## config.mk

```make
export PLATFORM = sky130hd
export DESIGN_NAME = sacta_front
export DESIGN_NICKNAME = d
export VERILOG_FILES = /design/src/hw/rtl/sacta_pkg.sv /design/src/hw/rtl/sacta_fifo.sv /design/src/hw/rtl/sacta_front.sv
export SDC_FILE = /design/constraint.sdc
export NUM_CORES = 1
export LEC_CHECK = 0
export BUFFER_PORTS_ARGS = -buffer_cell sky130_fd_sc_hd__clkbuf_2
export CORE_MARGIN = 2
export CORE_UTILIZATION = 56
export DETAILED_ROUTE_END_ITERATION = 10
export PLACE_DENSITY_LB_ADDON = 0.05
export SLEW_MARGIN = 20
export SYNTH_ARGS = -nofsm -noshare
export SYNTH_HDL_FRONTEND = slang
export SYNTH_SLANG_ARGS = --single-unit
```

## constraint.sdc

```tcl
create_clock -name clk -period 4.9 [get_ports clk]
set_input_delay 0.245 -clock clk [delete_from_list [all_inputs] [get_ports clk]]
set_output_delay 0.245 -clock clk [all_outputs]
set_load 0.02 [all_outputs]
```

## src/hw/rtl/sacta_pkg.sv

```systemverilog
package sacta_pkg;

  localparam int MAX_WAYS = 8;
  localparam int MAX_SETS = 1024;
  localparam int unsigned SET_FW = 10;   // widest set index (index_bits <= 10)
  localparam int unsigned OFFSET_LIMIT = 12;
  localparam int unsigned INDEX_LIMIT = 10;
  localparam logic [31:0] LRU_START_BOUND = 32'd4294836225;

  localparam logic [2:0] ACT_LOOKUP    = 3'd0;
  localparam logic [2:0] ACT_FILL      = 3'd1;
  localparam logic [2:0] ACT_SET_DIRTY = 3'd2;
  localparam logic [2:0] ACT_WB_UPDATE = 3'd3;
  localparam logic [2:0] ACT_SET_VALID = 3'd4;
  localparam logic [2:0] ACT_GET_DIRTY = 3'd5;

  typedef struct packed {
    logic [2:0]        action;
    logic [SET_FW-1:0] set_idx;
    logic [31:0]       tag;
    logic [31:0]       tstamp;
    logic              bit_value;
  } cmd_t;

  typedef struct packed {
    logic        hit;
    logic [2:0]  way;
    logic        dirty;
    logic        victim_valid;
    logic [31:0] victim_address;
  } res_t;

  typedef struct packed {
    logic [31:0] tag;
    logic [31:0] stamp;
    logic        valid;
    logic        dirty;
  } line_t;

endpackage

```

## src/hw/rtl/sacta_fifo.sv

```systemverilog
module sacta_fifo #(
  parameter int W = 8
) (
  input  logic         clk,
  input  logic         rst_n,
  input  logic         push,
  input  logic [W-1:0] din,
  output logic         full,
  input  logic         pop,
  output logic [W-1:0] dout,
  output logic         empty
);
  logic [W-1:0] slot_r [2];
  logic         wp_r, rp_r;
  logic [1:0]   cnt_r;
  logic         do_push, do_pop;

  assign full    = (cnt_r == 2'd2);
  assign empty   = (cnt_r == 2'd0);
  assign do_push = push && !full;
  assign do_pop  = pop && !empty;
  assign dout    = slot_r[rp_r];

  always_ff @(posedge clk) begin
    if (!rst_n) begin
      wp_r  <= 1'b0;
      rp_r  <= 1'b0;
      cnt_r <= 2'd0;
    end else begin
      if (do_push) wp_r <= ~wp_r;
      if (do_pop)  rp_r <= ~rp_r;
      cnt_r <= cnt_r + {1'b0, do_push} - {1'b0, do_pop};
    end
    if (do_push) slot_r[wp_r] <= din;
  end
endmodule

```

## src/hw/rtl/sacta_front.sv

```systemverilog
module sacta_front (
  input  logic                clk,
  input  logic                rst_n,
  input  logic [3:0]          ob,
  input  logic [3:0]          ib,
  input  logic                push,
  input  logic [2:0]          action,
  input  logic [31:0]         address,
  input  logic [31:0]         tstamp,
  input  logic                bit_value,
  output logic                full,
  input  logic                pop,
  output sacta_pkg::cmd_t     head,
  output logic                empty
);
  import sacta_pkg::*;

  cmd_t        cmd;
  logic [31:0] shifted;
  logic [9:0]  raw_set;
  logic [5:0]  tag_sh;

  always_comb begin
    shifted = address >> ob;
    raw_set = shifted[9:0] & ((10'd1 << ib) - 10'd1);
    tag_sh  = {2'b00, ob} + {2'b00, ib};
    cmd.action     = action;
    // The array holds every set that a ten-bit index can name, so no wrap is needed.
    cmd.set_idx    = raw_set;
    cmd.tag        = address >> tag_sh;
    cmd.tstamp     = tstamp;
    cmd.bit_value  = bit_value;
  end

  sacta_fifo #(.W($bits(cmd_t))) u_q (
    .clk, .rst_n, .push, .din(cmd), .full, .pop, .dout(head), .empty
  );
endmodule

```

==> impl_metrics.toml, run 1 <==
[outcome]
outcome = "finished, final reports clean"

[routing]
ant_nets = 0
dr.pass1.iters = 5
route.detailed.drc = 0
drt_wl_total_um = 19000
wl_per_cell_um = 19.7
drtIter0Drc = 381
via_per_inst = 5.89
via_count = 5672

[timing]
slew_headroom = 0.332
slew_viol_final = 0
setup_tns_ns = 0
hold_viol_final = 0
setup_viol = 0
fmax_mhz = 307
hold_ws_ns = 0.0177
min_period_over_period = 0.665
clock_skew_ns = 0.00634
rsz0062_at_grt = "false"
fin_crit_ns = 3.26
tightest_slew_ns = 1.00

[synth]
ys_ff_latch = 161
async_reset_ff_frac = 0
synth-edff-count = 156
netlist_instances = 608
synth_top_area_share = 0.548
synth.area.top_cells = "edfxtp_1 55%, mux2_2 12%, mux2i_1 6.8%"
syn_area_per_cell_um2 = 14.1
synth_area_leader_cell = "edfxtp_1"
syn-num-nets = 696
synthFlopType = "edfxtp_1"
syn_area_um2 = 8550
yosys_warnings = 0
synth_cell_types = 46
synth_seq_area_share = 0.560

[die]
num_rows = 45
die_h_um = 128
start_util = 0.569
die_x_um = 128
core_area_um2 = 15000
die_area_um2 = 16300
pin_count = 160

[layout]
area_growth_pct = 19.4
nNetsFinal = 850
insertedDiodeCount = 0
drive_above_1_share = 0.421
finalNonFillerCells = 963

[clock_network]
clockRootBuffer = "clkbuf_16"
cts_made_buffers = 17
clk_pin_slew_ns = 0.06
cts.sinks = 161
htree_levels = 4
cts_setup_buffers = 0
cts_tree = "built"
clockBufferDepth = 2
clkLatencyLatePin_ns = 0.42
cts_resized = 0

[worst_setup_path]
critPathLaunchType = "input pin"
r2r_start = "u_q.cnt_r[0]$_SDFF_PN0_"
critPathCaptureType = "register"
crit_required_ns = 5.02
timing.critical_path.from = "ob[0]"
cp.arrival_ns = 3.38
critPathMaxFanout = 27
crit_type = "input pin to register"

[pwr]
p_per_area_nw_per_um2 = 492
peakVddDrop_mv = 0.278
p_leak_nw = 4.03
power.total_mw = 5.02

[place]
dp_hpwl_um = 13200
placedCellCount = 923
numPortBuffers = 159
gp_congestion = 0.940

[worst_hold_path]
min_from = "bit_value"
hold_class = "input pin to register"

[global_route]
grt_overflow = 0
antenna_found_initial = 0
grt_max_degree = 79
grt_use_total = 0.237
grt_pass1_wl_um = 29500
grt_pass1_vias = 5516

[flow_run]
drv_cap = 0
## area by class of cell
cell class / instances / area [µm²]
Timing Repair Buffer: 178 / 1000
Multi-Input combinational cell: 393 / 3490
Fill cell: 1104 / 4820
Clock inverter: 15 / 229
Sequential cell: 161 / 4790
Tap cell: 188 / 235
Inverter: 11 / 41.3
Clock buffer: 17 / 425
## power by group
| part | leakage, nW | switching (mW) | internal, mW |
|---|---|---|---|
| clock network | 0.316 | 0.535 | 0.912 |
| registers | 1.51 | 0.0730 | 1.80 |
| logic | 2.20 | 1.02 | 0.686 |
## worst max-delay path, cell delays in order
cell	delay (ns)
clkbuf_2	0.55
ha_1	0.28
inv_1	0.06
fa_2	0.68
buf_4	0.27
mux2_2	0.35
o21ai_0	0.38
mux2i_1	0.17
a21oi_1	0.26
a21oi_1	0.12
## metrics by stage
stage / utilization / area (µm²) / setup slack, ns
3_5_place_dp: 0.627 / 9430 / 1.25
6_report: 0.679 / 10200 / 1.64
3_3_place_gp: 0.627 / 9430 / 1.29
2_1_floorplan: - / 8550 / 0.589
4_1_cts: 0.674 / 10100 / 1.71
5_1_grt: 0.679 / 10200 / 1.39
## cell usage in the layout, fill, tap and decap left out, types with 7 or more instances in the layout
| cell type | Yosys | routed |
|---|---|---|
| mux4_2 | 20 | 20 |
| a31oi_1 | 7 | 7 |
| o21ai_0 | 15 | 15 |
| ha_1 | 7 | 7 |
| buf_4 | 3 | 11 |
| mux2_2 | 92 | 92 |
| a21oi_1 | 26 | 26 |
| nand3_1 | 14 | 14 |
| edfxtp_1 | 156 | 156 |
| nor2_1 | 34 | 33 |
| nor3_1 | 12 | 12 |
| clkbuf_16 | 0 | 17 |
| mux2i_1 | 58 | 58 |
| inv_1 | 10 | 10 |
| nor2b_1 | 8 | 8 |
| nand2_1 | 41 | 41 |
| a211oi_1 | 9 | 9 |
| clkbuf_2 | 0 | 159 |
## layer usage
layer  global-route usage  share of wire  vias up
li1                     -              -     2654
met1                0.332           0.45     2785
met2                0.375           0.47      206
met3               0.0507          0.060       27
met4               0.0795          0.019        0
met5                    0              0        -
## registers in the layout (all words and copies together) (netlist names), named ones only
register	count
u_q.slot_r	156
u_q.cnt_r	2
u_q.rp_r	1
u_q.wp_r	1
## worst paths after layout
kind,slack [ns],cells past startpoint,endpoint
setup / recovery,1.64,10,u_q.slot_r[0][37]$_DFFE_PP_
hold / removal,0.02,1,u_q.slot_r[0][0]$_DFFE_PP_
setup reg to reg,2.80,6,u_q.slot_r[0][22]$_DFFE_PP_
hold reg to reg,0.56,2,u_q.rp_r$_SDFFE_PN0P_
## Yosys cell counts, drive strengths merged, types with 2 or more instances
cell type    n
o21ai       15
and2         5
nor3        12
mux4        25
edfxtp     156
ha           7
a21oi       27
and3         4
nor2        34
nand2b       2
nand3       14
nand2       41
o22ai        5
o311a        3
xnor2        6
o21a         3
a31oi        7
dfxtp        5
inv         11
mux2        93
a21o         3
clkbuf      18
mux2i       58
a211oi       9
nor2b        8
xor2         2
buf         25
## logic make-up after synthesis
group | count (synthesis) | synth area share
mux | 176 | 0.259
xor+xnor | 8 | 0.0113
simple gates | 124 | 0.0656
flops | 161 | 0.560
buf+inv | 54 | 0.0350
fa+ha+maj | 8 | 0.0126
compound gates | 77 | 0.0568
## what timing repair did
item,4_1_cts,5_1_grt
hold endpoints to repair,8,0
hold buffers,5,0
endpoints found under the setup margin,0,0
Power figures use the tool's default switching activity.
==> run 2, diff against run 1 <==
--- a/config.mk
+++ b/config.mk
@@ -7,7 +7,7 @@
 export LEC_CHECK = 0
 export BUFFER_PORTS_ARGS = -buffer_cell sky130_fd_sc_hd__clkbuf_2
 export CORE_MARGIN = 2
-export CORE_UTILIZATION = 56
+export CORE_UTILIZATION = 51
 export DETAILED_ROUTE_END_ITERATION = 10
 export PLACE_DENSITY_LB_ADDON = 0.05
 export SLEW_MARGIN = 20
==> constraint.sdc (replaced) <==
create_clock -name clk -period 2.7 [get_ports clk]
set_input_delay 0.135 -clock clk [delete_from_list [all_inputs] [get_ports clk]]
set_output_delay 0.135 -clock clk [all_outputs]
set_load 0.02 [all_outputs]
==> run 2 against run 1 <==
- clock-buffer cell count unchanged
- power increased by 78%
- combinational power increased by 88%
- largest power group unchanged
- non-clock buffer count increased by 56
- highest routed layer unchanged
==> impl_metrics.toml, run 2 (synthesis results as in run 1) <==
[worst_setup_path]
crit_buf_inv = 3
critPathCaptureType = "register"
crit_required_ns = 2.86
cp.arrival_ns = 2.44
critPathTopFamily = "adder cells"
crit_chain = "clkbuf_2 -> ha_1 -> inv_1 -> fa_2 -> buf_12 -> mux2_2 -> o21ai_0 -> mux2i_1 -> mux2i_1 -> a211oi_1"
crit_path_top_delay_cell = "fa_2"
cp_common_cell = "mux2i_1"
max_stage_delay_ns = 0.58
critPathMaxFanout = 25
critPathLaunchType = "input pin"
crit_type = "input pin to register"

[layout]
final_common_cell = "clkbuf_2"
top_regs = "u_q.slot_r x156, u_q.cnt_r x2"
final_cell_mix = "159 x clkbuf_2, 156 x edfxtp_1, 92 x mux2_2"
final_core_util = 0.651
largest_reg_flops = 156
area_growth_pct = 25.4
nNetsFinal = 906
drive_above_1_share = 0.424
regMostFlops = "u_q.slot_r"
insertedDiodeCount = 0

[timing]
rsz0062_at_grt = "false"
slew_viol_final = 0
fmax_mhz = 438
fin_crit_ns = 2.28
setup_tns_ns = 0
setup_viol = 0
tightest_slew_ns = 0.563
min_period_over_period = 0.846
clock_skew_ns = 0.00747
hold_viol_final = 0
slew_headroom = 0.624

[die]
die_h_um = 133
pin_count = 160
die_area_um2 = 17800
die_x_um = 133
start_util = 0.519
core_area_um2 = 16500
num_rows = 47

[global_route]
grt_pass1_wl_um = 31300
antenna_found_initial = 0
grt_overflow = 0
grt_use_total = 0.228
grt_max_degree = 59
grt_pass1_vias = 5869

[routing]
drtIter0Drc = 328
ant_nets = 0
dr.pass1.iters = 7
wl_per_cell_um = 18.9
drt_wl_total_um = 19800
via_per_inst = 5.56
route.detailed.drc = 0
via_count = 5847

[clock_network]
cts.sinks = 161
cts_tree = "built"
clockBufferDepth = 2
clockRootBuffer = "clkbuf_16"
clkLatencyLatePin_ns = 0.42
cts_made_buffers = 17
cts-hold-fix-buffers = 37
clk_pin_slew_ns = 0.07
htree_levels = 4
cts_resized = 0
cts_setup_buffers = 0

[pwr]
peakVddDrop_mv = 0.601
p_leak_nw = 4.25
p_per_area_nw_per_um2 = 836

[place]
gp_congestion = 1.00
dp_hpwl_um = 14000
numPortBuffers = 159

[flow_run]
drv_cap = 0

[worst_hold_path]
hold_class = "input pin to register"

[outcome]
outcome = "finished, final reports clean"
-- run 2: final cells by class --
class / count / area (µm²)
tap: 220 / 275
clock inverter: 15 / 171
timing repair buffer: 234 / 1530
fill: 1282 / 5750
multi-input combinational: 393 / 3490
inverter: 11 / 41.3
clock buffer: 17 / 425
sequential: 161 / 4790
-- run 2: path summary, 6_finish.rpt --
check | startpoint | end | slack (ns) | cells past startpoint
worst max register to register | u_q.cnt_r[0]$_SDFF_PN0_ | u_q.slot_r[0][66]$_DFFE_PP_ | 0.90 | 5
worst max-delay path | ob[0] | u_q.slot_r[0][33]$_DFFE_PP_ | 0.42 | 10
worst min-delay path | pop | register | 0.21 | 4
worst min register to register | u_q.rp_r$_SDFFE_PN0P_ | register | 0.54 | 2
-- run 2: where the power goes --
part | switching, mW | total [mW] | internal [mW]
clock network | 1.04 | 2.35 | 1.31
logic | 1.88 | 3.22 | 1.34
registers | 0.130 | 3.39 | 3.26
total | 3.05 | 8.96 | 5.91
-- run 2: per-layer routing --
layer / part of all wire / global-route usage / up-vias
li1: - / - / 2774
met1: 0.43 / 0.311 / 2829
met2: 0.49 / 0.374 / 220
met3: 0.059 / 0.0373 / 24
met4: 0.020 / 0.0845 / 0
met5: 0 / 0 / -
-- run 2: worst register-to-register path, stage by stage, from the launching register on --
cell and delay (ns):
dfxtp_1 0.34, inv_1 0.07, nand2_1 0.11, nand2_1 0.13, nor2_4 0.46, buf_4 0.38
-- run 2: metrics by stage --
| step | power, mW | hold slack (ns) | instances | setup WS, ns | cell area, µm² |
|---|---|---|---|---|---|
| 2_1_floorplan | 5.59 | 0.234 | 608 | 0.0817 | 8560 |
| 3_3_place_gp | 6.57 | 0.325 | 982 | -0.0283 | 9750 |
| 3_5_place_dp | 6.63 | 0.328 | 982 | -0.0204 | 9750 |
| 4_1_cts | 9.05 | 0.189 | 1051 | 0.420 | 10700 |
| 5_1_grt | 9.38 | 0.240 | 1051 | 0.263 | 10700 |
| 6_report | 8.96 | 0.207 | 1051 | 0.417 | 10700 |
