[config.mk]
export PLATFORM = sky130hd
export DESIGN_NAME = sacta_fifo
export DESIGN_NICKNAME = d
export VERILOG_FILES = /design/src/hw/rtl/sacta_fifo.sv
export SDC_FILE = /design/constraint.sdc
export NUM_CORES = 1
export LEC_CHECK = 0
export ABC_CLOCK_PERIOD_IN_PS = 2800
export BUFFER_PORTS_ARGS = -buffer_cell sky130_fd_sc_hd__buf_2
export CAP_MARGIN = 20
export CORE_MARGIN = 4
export CORE_UTILIZATION = 40
export DETAILED_ROUTE_END_ITERATION = 7
export GPL_TIMING_DRIVEN = 0
export MAX_ROUTING_LAYER = met4
export PLACE_DENSITY = 0.74
export SYNTH_ARGS = -nofsm -noshare
export SYNTH_HDL_FRONTEND = slang
export SYNTH_SLANG_ARGS = --single-unit
[constraint.sdc]
create_clock -name clk -period 2.8 [get_ports clk]
set_clock_uncertainty 0.15 [all_clocks]
set_input_delay 0.28 -clock clk [delete_from_list [all_inputs] [get_ports clk]]
set_output_delay 0.28 -clock clk [all_outputs]
set_load 0.02 [all_outputs]
[src/hw/rtl/sacta_fifo.sv]
module sacta_fifo #(
  parameter int W = 8
) (
  input  logic         clk,
  input  logic         rst_n,
  input  logic         push,
  input  logic [W-1:0] din,
  output logic         full,
  input  logic         pop,
  output logic [W-1:0] dout,
  output logic         empty
);
  logic [W-1:0] slot_r [2];
  logic         wp_r, rp_r;
  logic [1:0]   cnt_r;
  logic         do_push, do_pop;

  assign full    = (cnt_r == 2'd2);
  assign empty   = (cnt_r == 2'd0);
  assign do_push = push && !full;
  assign do_pop  = pop && !empty;
  assign dout    = slot_r[rp_r];

  always_ff @(posedge clk) begin
    if (!rst_n) begin
      wp_r  <= 1'b0;
      rp_r  <= 1'b0;
      cnt_r <= 2'd0;
    end else begin
      if (do_push) wp_r <= ~wp_r;
      if (do_pop)  rp_r <= ~rp_r;
      cnt_r <= cnt_r + {1'b0, do_push} - {1'b0, do_pop};
    end
    if (do_push) slot_r[wp_r] <= din;
  end
endmodule

==> metrics.txt, run 1 <==
final RePlAce weighted congestion 0.695; CTS tree done; r2r endpoint cnt_r[1]; area share of the largest cell type after synthesis 59.2%; nets 92; fin area 977 µm²; drt wl/cell 11.7 µm; Final period util 64.9%; Min-Delay Startpoint din[1]; Synth Area per Inst 15.6 µm²; post-route ant nets 0; Reg2Reg Depth 8; Mapped Nets 66; CTS resizes 0; I/O pins 22; Clock Sinks 21; RSZ-0062 raised after global routing no; post-synth cell types 17; largest net degree at the start of global routing 12; Antenna Cells 0; Seq/Total Area, Yosys 71.5%; Rows 16; Worst IR Drop VDD 451 µV; Synth Cell Area 812 µm²; Max Cap Viol 0; Pwr Density 915 nW/µm²; setup TNS 0 ps; layout cells sized above 1 45.5%; top cells by area, synth edfxtp_1, dfxtp_1, mux2_2; post-synth top area cell edfxtp_1; vias 467; GRT Util Overall 10.0%; most common cell after layout, fill and taps aside buf_2; Syn Inst Count 52; CP required 2880 ps; Worst slew margin 56.7%; worst hold endpoint slot_r[1][1]; # setup viols final 0; Finished Layout Cells 104; worst hold path depth 1; chip height 53.1 µm; Post-synth EDFFs 16; Slew @ Worst Pin 647 ps; flops & latches, synth 21; Max Buffers Root-to-Sink 2; Synth async-reset ratio 0%; starting density of the core 41.8%; placed instance count 100; CP arrival 1890 ps; DP Area 951 µm²; Worst setup SP type flip-flop; clock transition at the registers of the reported paths 100 ps; Initial DRC Count 10; H-Tree Depth 1; post-layout util 50.3%; worst min-delay path class in -> reg; first-pass GRT wire length 1.90 mm; highest net fanout along the worst path 4; Max Freq 0.550 GHz; Tot Pwr 894 µW; CTS root buffer clkbuf_4; die width 53.1 µm; drt first pass iters 3; WS Path Type reg -> reg; Yosys warning count 0; I/O Buffers 21; CP Capture Type flip-flop; predominant post-synthesis flop cell edfxtp_1; vias per std cell 4.49; GR Overflow Total 0; fin. max-slew vios 0; outcome complete, no violations; area grow syn2layout 20.3%; # hold bufs at CTS 0; # DRC 0; vias in the first global route 472; initial antenna violation count 0; most frequent cells in the layout buf_2, edfxtp_1, mux2_2; worst reg2reg setup slack 980 ps; die footprint 2810 µm²; clock latency on the worst-skew pair 290 ps; final wirelength 1.21 mm; Core Box Area 1940 µm²; Num CTS Buffers 3; Post-CTS Setup Bufs 0; Hold Fails Final Rpt 0; Period minus WS final 1820 ps; Lkg Pwr 0.411 nW; R2R Path Start cnt_r[0]
power by group:
part           leakage, nW  switching (mW)  total [mW]  internal (mW)
combinational        0.205           0.187       0.324          0.137
sequential           0.191          0.0268       0.434          0.407
clock               0.0150          0.0806       0.136         0.0554
cells in the mapped netlist, types with 2 or more instances:
cell / count
ha_1: 2
edfxtp_1: 16
nor2_1: 5
nand2b_1: 2
nand2_1: 2
mux2_2: 8
dfxtp_1: 5
inv_1: 3
critical path, stage by stage, from the launching register on:
cell and delay [ps]:
dfxtp_1 380, nand2b_1 150, nand2_1 110, ha_1 290, inv_1 40, ha_1 180
xor2_1 150, and2_2 190, nor3_1 110
sequential cells by signal (all words and copies together), names as in the netlist, named ones only:
name,cells
wp_r,1
rp_r,1
cnt_r,2
slot_r,16
kinds of logic (layout without fill, tap and decap cells):
kind of cell,after synthesis,in the layout,share of synthesized area [%]
adders and majority gates,2,2,3.08
xor gates and xnor gates,2,2,2.16
buffers and inverters,4,29,2.00
DFF,21,21,71.5
and+or+nand+nor,13,13,7.86
muxes,9,9,12.3
AOI/OAI and AO/OA,1,1,1.08
layout make-up:
type                       count  area, µm²
sequential                    21        581
tap                           27       33.8
multi-input combinational     27        215
buffer                         1       5.00
fill                         199        965
inverter                       3       11.3
clock buffer                   4       26.3
timing repair buffer          21        105
metrics by stage:
stage,hold WS [ps],worst slack [ps]
floorplan,229,1100
finish,20.1,982
CTS,6.34,952
global placement,320,1040
global route,0.483,863
detailed placement,323,962
layer usage:
layer | global-route usage (%) | part of all wire, % | vias to the layer above
li1 | - | - | 235
met1 | 10.4 | 44 | 217
met2 | 17.4 | 49 | 15
met3 | 1.97 | 6.3 | 0
met4 | 6.38 | 0 | 0
met5 | - | 0 | -
how the worst max path moves through the flow:
stage | cells past startpoint | from | end
final | 8 | cnt_r[0] | cnt_r[1]
after global routing | 8 | cnt_r[0] | cnt_r[1]
after CTS | 8 | cnt_r[0] | cnt_r[1]
after detailed placement | 8 | cnt_r[0] | cnt_r[1]
after global placement | 8 | cnt_r[0] | cnt_r[1]
after floorplan | 8 | cnt_r[0] | cnt_r[1]
No activity file was read; power rests on OpenSTA's default activity.
==> run 2: changes to the inputs <==
--- a/config.mk
+++ b/config.mk
@@ -5,7 +5,7 @@
 export SDC_FILE = /design/constraint.sdc
 export NUM_CORES = 1
 export LEC_CHECK = 0
-export ABC_CLOCK_PERIOD_IN_PS = 2800
+export ABC_CLOCK_PERIOD_IN_PS = 1900
 export BUFFER_PORTS_ARGS = -buffer_cell sky130_fd_sc_hd__buf_2
 export CAP_MARGIN = 20
 export CORE_MARGIN = 4
==> constraint.sdc (replaced) <==
create_clock -name clk -period 1.9 [get_ports clk]
set_clock_uncertainty 0.15 [all_clocks]
set_input_delay 0.19 -clock clk [delete_from_list [all_inputs] [get_ports clk]]
set_output_delay 0.19 -clock clk [all_outputs]
set_load 0.02 [all_outputs]
==> run 2 against run 1 <==
  * Setup slack got worse by 860 ps
  * Largest cell class unchanged
  * Largest power group unchanged
  * Die area did not move
  * Global-route usage rose by 0.31 points
  * Fmax rose by 2.1%
==> metrics.txt, run 2 (synthesized netlist as in run 1, its figures left out) <==
RSZ-0062 raised after global routing no; crit path launch cnt_r[0]; layout cells sized above 1 41.9% (-3.6 points); Core Box Area 1940 µm² (unchanged); Top Registers slot_r (16), cnt_r (2); most common cell after layout, fill and taps aside buf_2; Worst slew margin 56.9% (+0.18 points); die footprint 2810 µm² (unchanged); worst min-delay path class in -> reg; Rows 16 (unchanged); H-Tree Depth 1 (unchanged); initial antenna violation count 0 (unchanged); clock transition at the registers of the reported paths 100 ps (about the same); Pwr Density 1250 nW/µm² (+37%); final wirelength 1.26 mm (+3.7%); CP Capture Point cnt_r[1]; setup TNS 0 ps (unchanged); first-pass GRT wire length 1.97 mm (+3.6%); highest net fanout along the worst path 4 (unchanged); # DRC 0 (unchanged); Max Cap Viol 0 (unchanged); Hold Fails Final Rpt 0 (unchanged); Worst setup SP type flip-flop; Lkg Pwr 0.449 nW (+9.2%); largest reg by FF count slot_r; Max Buffers Root-to-Sink 2 (unchanged); R2R Path Start cnt_r[0]; largest net degree at the start of global routing 12 (unchanged); vias 494 (+5.8%); Max Freq 0.561 GHz (+2.1%); nets 101 (+9.8%); vias per std cell 4.37 (-2.6%); GRT Util Overall 10.3% (+0.31 points); drt first pass iters 3 (unchanged); Reg2Reg Depth 8 (unchanged); Slew @ Worst Pin 644 ps (-2.67 ps); fin. max-slew vios 0 (unchanged); Period minus WS final 1780 ps (-36.6 ps); Num CTS Buffers 3 (unchanged); Final period util 93.8% (+29 points); CP arrival 1860 ps (-30 ps); WS Path Type reg -> reg; chip height 53.1 µm (unchanged); Antenna Cells 0 (unchanged); GR Overflow Total 0 (unchanged); I/O pins 22 (unchanged); Initial DRC Count 9 (-1); vias in the first global route 482 (+2.1%); hold slack final 91.9 ps (+71.7 ps); CP required 1980 ps (-900 ps); I/O Buffers 21 (unchanged); outcome complete, no violations; clock latency on the worst-skew pair 290 ps (about the same); final RePlAce weighted congestion 0.695 (unchanged); worst hold path depth 3 (+2); r2r endpoint cnt_r[1]; starting density of the core 41.8% (unchanged); CTS root buffer clkbuf_4; Worst IR Drop VDD 617 µV (+37%); most frequent cells in the layout buf_2, edfxtp_1, dlygate4sd3_1; post-route ant nets 0 (unchanged); number of flip-flops in the largest register 16 (unchanged); drt wl/cell 11.1 µm (-4.6%); worst reg2reg setup slack 120 ps (-860 ps); Clock Sinks 21 (unchanged); CTS tree done; die width 53.1 µm (unchanged); area grow syn2layout 31.6%; CP Capture Type flip-flop; # setup viols final 0 (unchanged)
run 2: repair_timing:
action,in CTS,in global routing
hold buffers,9,0
endpoints found under the setup margin,0,1
gates resized for setup,0,1
hold endpoints to repair,17,0
buffers inserted,0,0
run 2: metal layers:
layer | up-vias | routed length (µm) | track usage, %
met4 | 0 | 0 | 6.38
li1 | 253 | - | -
met5 | - | 0 | -
met3 | 0 | 88 | 1.69
met1 | 226 | 560 | 11.1
met2 | 15 | 610 | 17.8
run 2: worst min path at each step:
stage,slack [ps],start,to
2_1_floorplan,140,din[0],slot_r[0][0]
3_3_place_gp,230,din[0],slot_r[0][0]
3_5_place_dp,230,din[3],slot_r[1][3]
4_1_cts,90,push,wp_r
5_1_grt,110,push,wp_r
6_report,90,push,wp_r
run 2: stage by stage:
stage               instances  utilization (%)  instance area, µm²  setup WS (ps)  total power [mW]
detailed placement        100             49.0                 951           61.9              1.14
global route              113             55.0                1070           4.84              1.43
floorplan                  52                -                 812            205             0.994
CTS                       113             55.0                1070           51.9              1.36
finish                    113             55.0                1070            118              1.33
global placement          100             49.0                 951            139              1.12
run 2: area by class of cell:
| type | count | area, µm² |
|---|---|---|
| repair buffers | 30 | 195 |
| fillers | 191 | 873 |
| plain buffers | 1 | 5.00 |
| well taps | 27 | 33.8 |
| flip-flops and latches | 21 | 582 |
| inverters | 3 | 11.3 |
| clock buffers | 4 | 26.3 |
| multi-input cells | 27 | 215 |
run 2: where the power goes:
group / switching, mW / internal (mW)
clock network: 0.120 / 0.0816
logic: 0.278 / 0.214
registers: 0.0395 / 0.602
run 2: worst max-delay path, stage by stage, from the launching register on:
cell      delay [ps]
dfxtp_2          360
nand2b_1         140
nand2_1          110
ha_1             290
inv_1             40
ha_1             180
xor2_1           150
and2_2           190
nor3_1           110
==> run 3: changes to the inputs <==
--- a/config.mk
+++ b/config.mk
@@ -13,7 +13,7 @@
 export DETAILED_ROUTE_END_ITERATION = 7
 export GPL_TIMING_DRIVEN = 0
 export MAX_ROUTING_LAYER = met4
-export PLACE_DENSITY = 0.74
+export PLACE_DENSITY_LB_ADDON = 0.12
 export SYNTH_ARGS = -nofsm -noshare
 export SYNTH_HDL_FRONTEND = slang
 export SYNTH_SLANG_ARGS = --single-unit
==> run 3 against run 2 <==
  * Register-to-register slack barely moved
  * Via count rose by 1.0%
  * Flip-flop and latch count did not move
  * Critical path type unchanged
==> metrics.txt, run 3 (synthesized netlist as in run 1, its figures left out) <==
Min-Delay Startpoint push; Max Freq 0.561 GHz (about the same); r2r endpoint cnt_r[1]; vias in the first global route 491 (+1.9%); largest reg by FF count slot_r; Hold Fails Final Rpt 0 (unchanged); CP Capture Type flip-flop; highest net fanout along the worst path 5 (+1); largest net degree at the start of global routing 13 (+1); clock latency on the worst-skew pair 290 ps (about the same); Period minus WS final 1780 ps (+0.708 ps); Max Buffers Root-to-Sink 2 (unchanged); Clock Sinks 21 (unchanged); worst min-delay path class in -> reg; final RePlAce weighted congestion 0.719 (+3.5%); clock transition at the registers of the reported paths 110 ps (about the same); hold slack final 73.3 ps (-18.6 ps); WS Path Type reg -> reg; Core Box Area 1940 µm² (unchanged); CP arrival 1860 ps (about the same); initial antenna violation count 0 (unchanged); CTS tree done; Finished Layout Cells 113 (unchanged); final wirelength 1.25 mm (-1.1%); vias per std cell 4.42 (+1.0%); I/O pins 22 (unchanged); CP required 1980 ps (about the same); placed instance count 100 (unchanged); Initial DRC Count 7 (-2); Post-CTS Setup Bufs 0 (unchanged); Worst setup SP type flip-flop; worst reg2reg setup slack 120 ps (about the same); Pwr Density 1250 nW/µm² (+0.28%); vias 499 (+1.0%); CTS root buffer clkbuf_4; outcome complete, no violations; Slew @ Worst Pin 675 ps (+30.3 ps); DP HPWL 825 µm; Tot Pwr 1.35 mW (+1.1%); Antenna Cells 0 (unchanged); Max Cap Viol 0 (unchanged); drt wl/cell 11.0 µm (-1.1%); # setup viols final 0 (unchanged); Num CTS Buffers 3 (unchanged); R2R Path Start cnt_r[1]; area grow syn2layout 32.7%; worst hold endpoint wp_r; first-pass GRT wire length 2.08 mm (+5.6%); H-Tree Depth 1 (unchanged); Top Registers slot_r (16), cnt_r (2); RSZ-0062 raised after global routing no; Worst IR Drop VDD 787 µV (+28%); GRT Util Overall 10.9% (+0.56 points); Reg2Reg Depth 7 (-1); drt first pass iters 3 (unchanged); nets 101 (unchanged); setup TNS 0 ps (unchanged); Final period util 93.8% (about the same); post-route ant nets 0 (unchanged); die footprint 2810 µm² (unchanged); number of flip-flops in the largest register 16 (unchanged); GR Overflow Total 0 (unchanged); starting density of the core 41.8% (unchanged); # DRC 0 (unchanged); layout cells sized above 1 44.2% (+2.3 points); fin. max-slew vios 0 (unchanged); crit path launch cnt_r[1]; Rows 16 (unchanged); worst hold path depth 3 (unchanged); most common cell after layout, fill and taps aside buf_2; die width 53.1 µm (unchanged); Worst slew margin 54.9% (-2.0 points); most frequent cells in the layout buf_2, edfxtp_1, dlygate4sd3_1; chip height 53.1 µm (unchanged); I/O Buffers 21 (unchanged); Lkg Pwr 0.455 nW (+1.3%)
run 3: changes by cell type in the layout (fill, tap and decap cells not counted):
cell,change
clkbuf_1,-1
clkinv_2,+1
nand2b_1,-1
nand2b_4,+1
run 3: final cells by class:
| class | count | area (µm²) |
|---|---|---|
| fillers | 181 | 865 |
| flip-flops and latches | 21 | 582 |
| multi-input cells | 27 | 223 |
| repair buffers | 30 | 195 |
| well taps | 27 | 33.8 |
| clock buffers | 3 | 22.5 |
| inverters | 3 | 11.3 |
| clock inverters | 1 | 5.00 |
| plain buffers | 1 | 5.00 |
run 3: repair_timing:
item	4_1_cts	5_1_grt
hold endpoints to repair	17	0
resized for setup	0	2
hold buffers	9	0
endpoints found under the setup margin	0	1
run 3: where the power goes:
group / internal (mW) / total (mW) / switching (mW)
clock: 0.0783 / 0.205 / 0.126
sequential: 0.602 / 0.646 / 0.0449
combinational: 0.222 / 0.498 / 0.276
total: 0.902 / 1.35 / 0.447
run 3: metal layers:
metal | global-route usage (%) | vias up | wire length [µm]
met4 | 6.38 | 0 | 23
met5 | - | - | 0
li1 | - | 249 | -
met1 | 11.5 | 233 | 499
met2 | 18.6 | 13 | 658
met3 | 2.54 | 4 | 63
run 3: metrics by stage:
stage	cell area, µm²	utilization, %	worst slack (ps)
3_5_place_dp	951	49.0	100
2_1_floorplan	812	-	205
3_3_place_gp	951	49.0	116
4_1_cts	1070	55.0	92.9
6_report	1080	55.5	118
5_1_grt	1080	55.5	7.21
run 3: how the worst max path moves through the flow:
| stage | endpoint | slack (ps) |
|---|---|---|
| floorplan | cnt_r[1] | 200 |
| global placement | cnt_r[1] | 120 |
| detailed placement | cnt_r[1] | 100 |
| CTS | cnt_r[1] | 90 |
| global route | cnt_r[1] | 7 |
| finish | cnt_r[1] | 120 |
run 3: worst max-delay path: stages, from the launching register on:
cell and delay (ps):
dfxtp_1 390, o21a_2 250, ha_1 270, inv_1 40
ha_1 170, xor2_1 150, and2_2 190, nor3_1 120
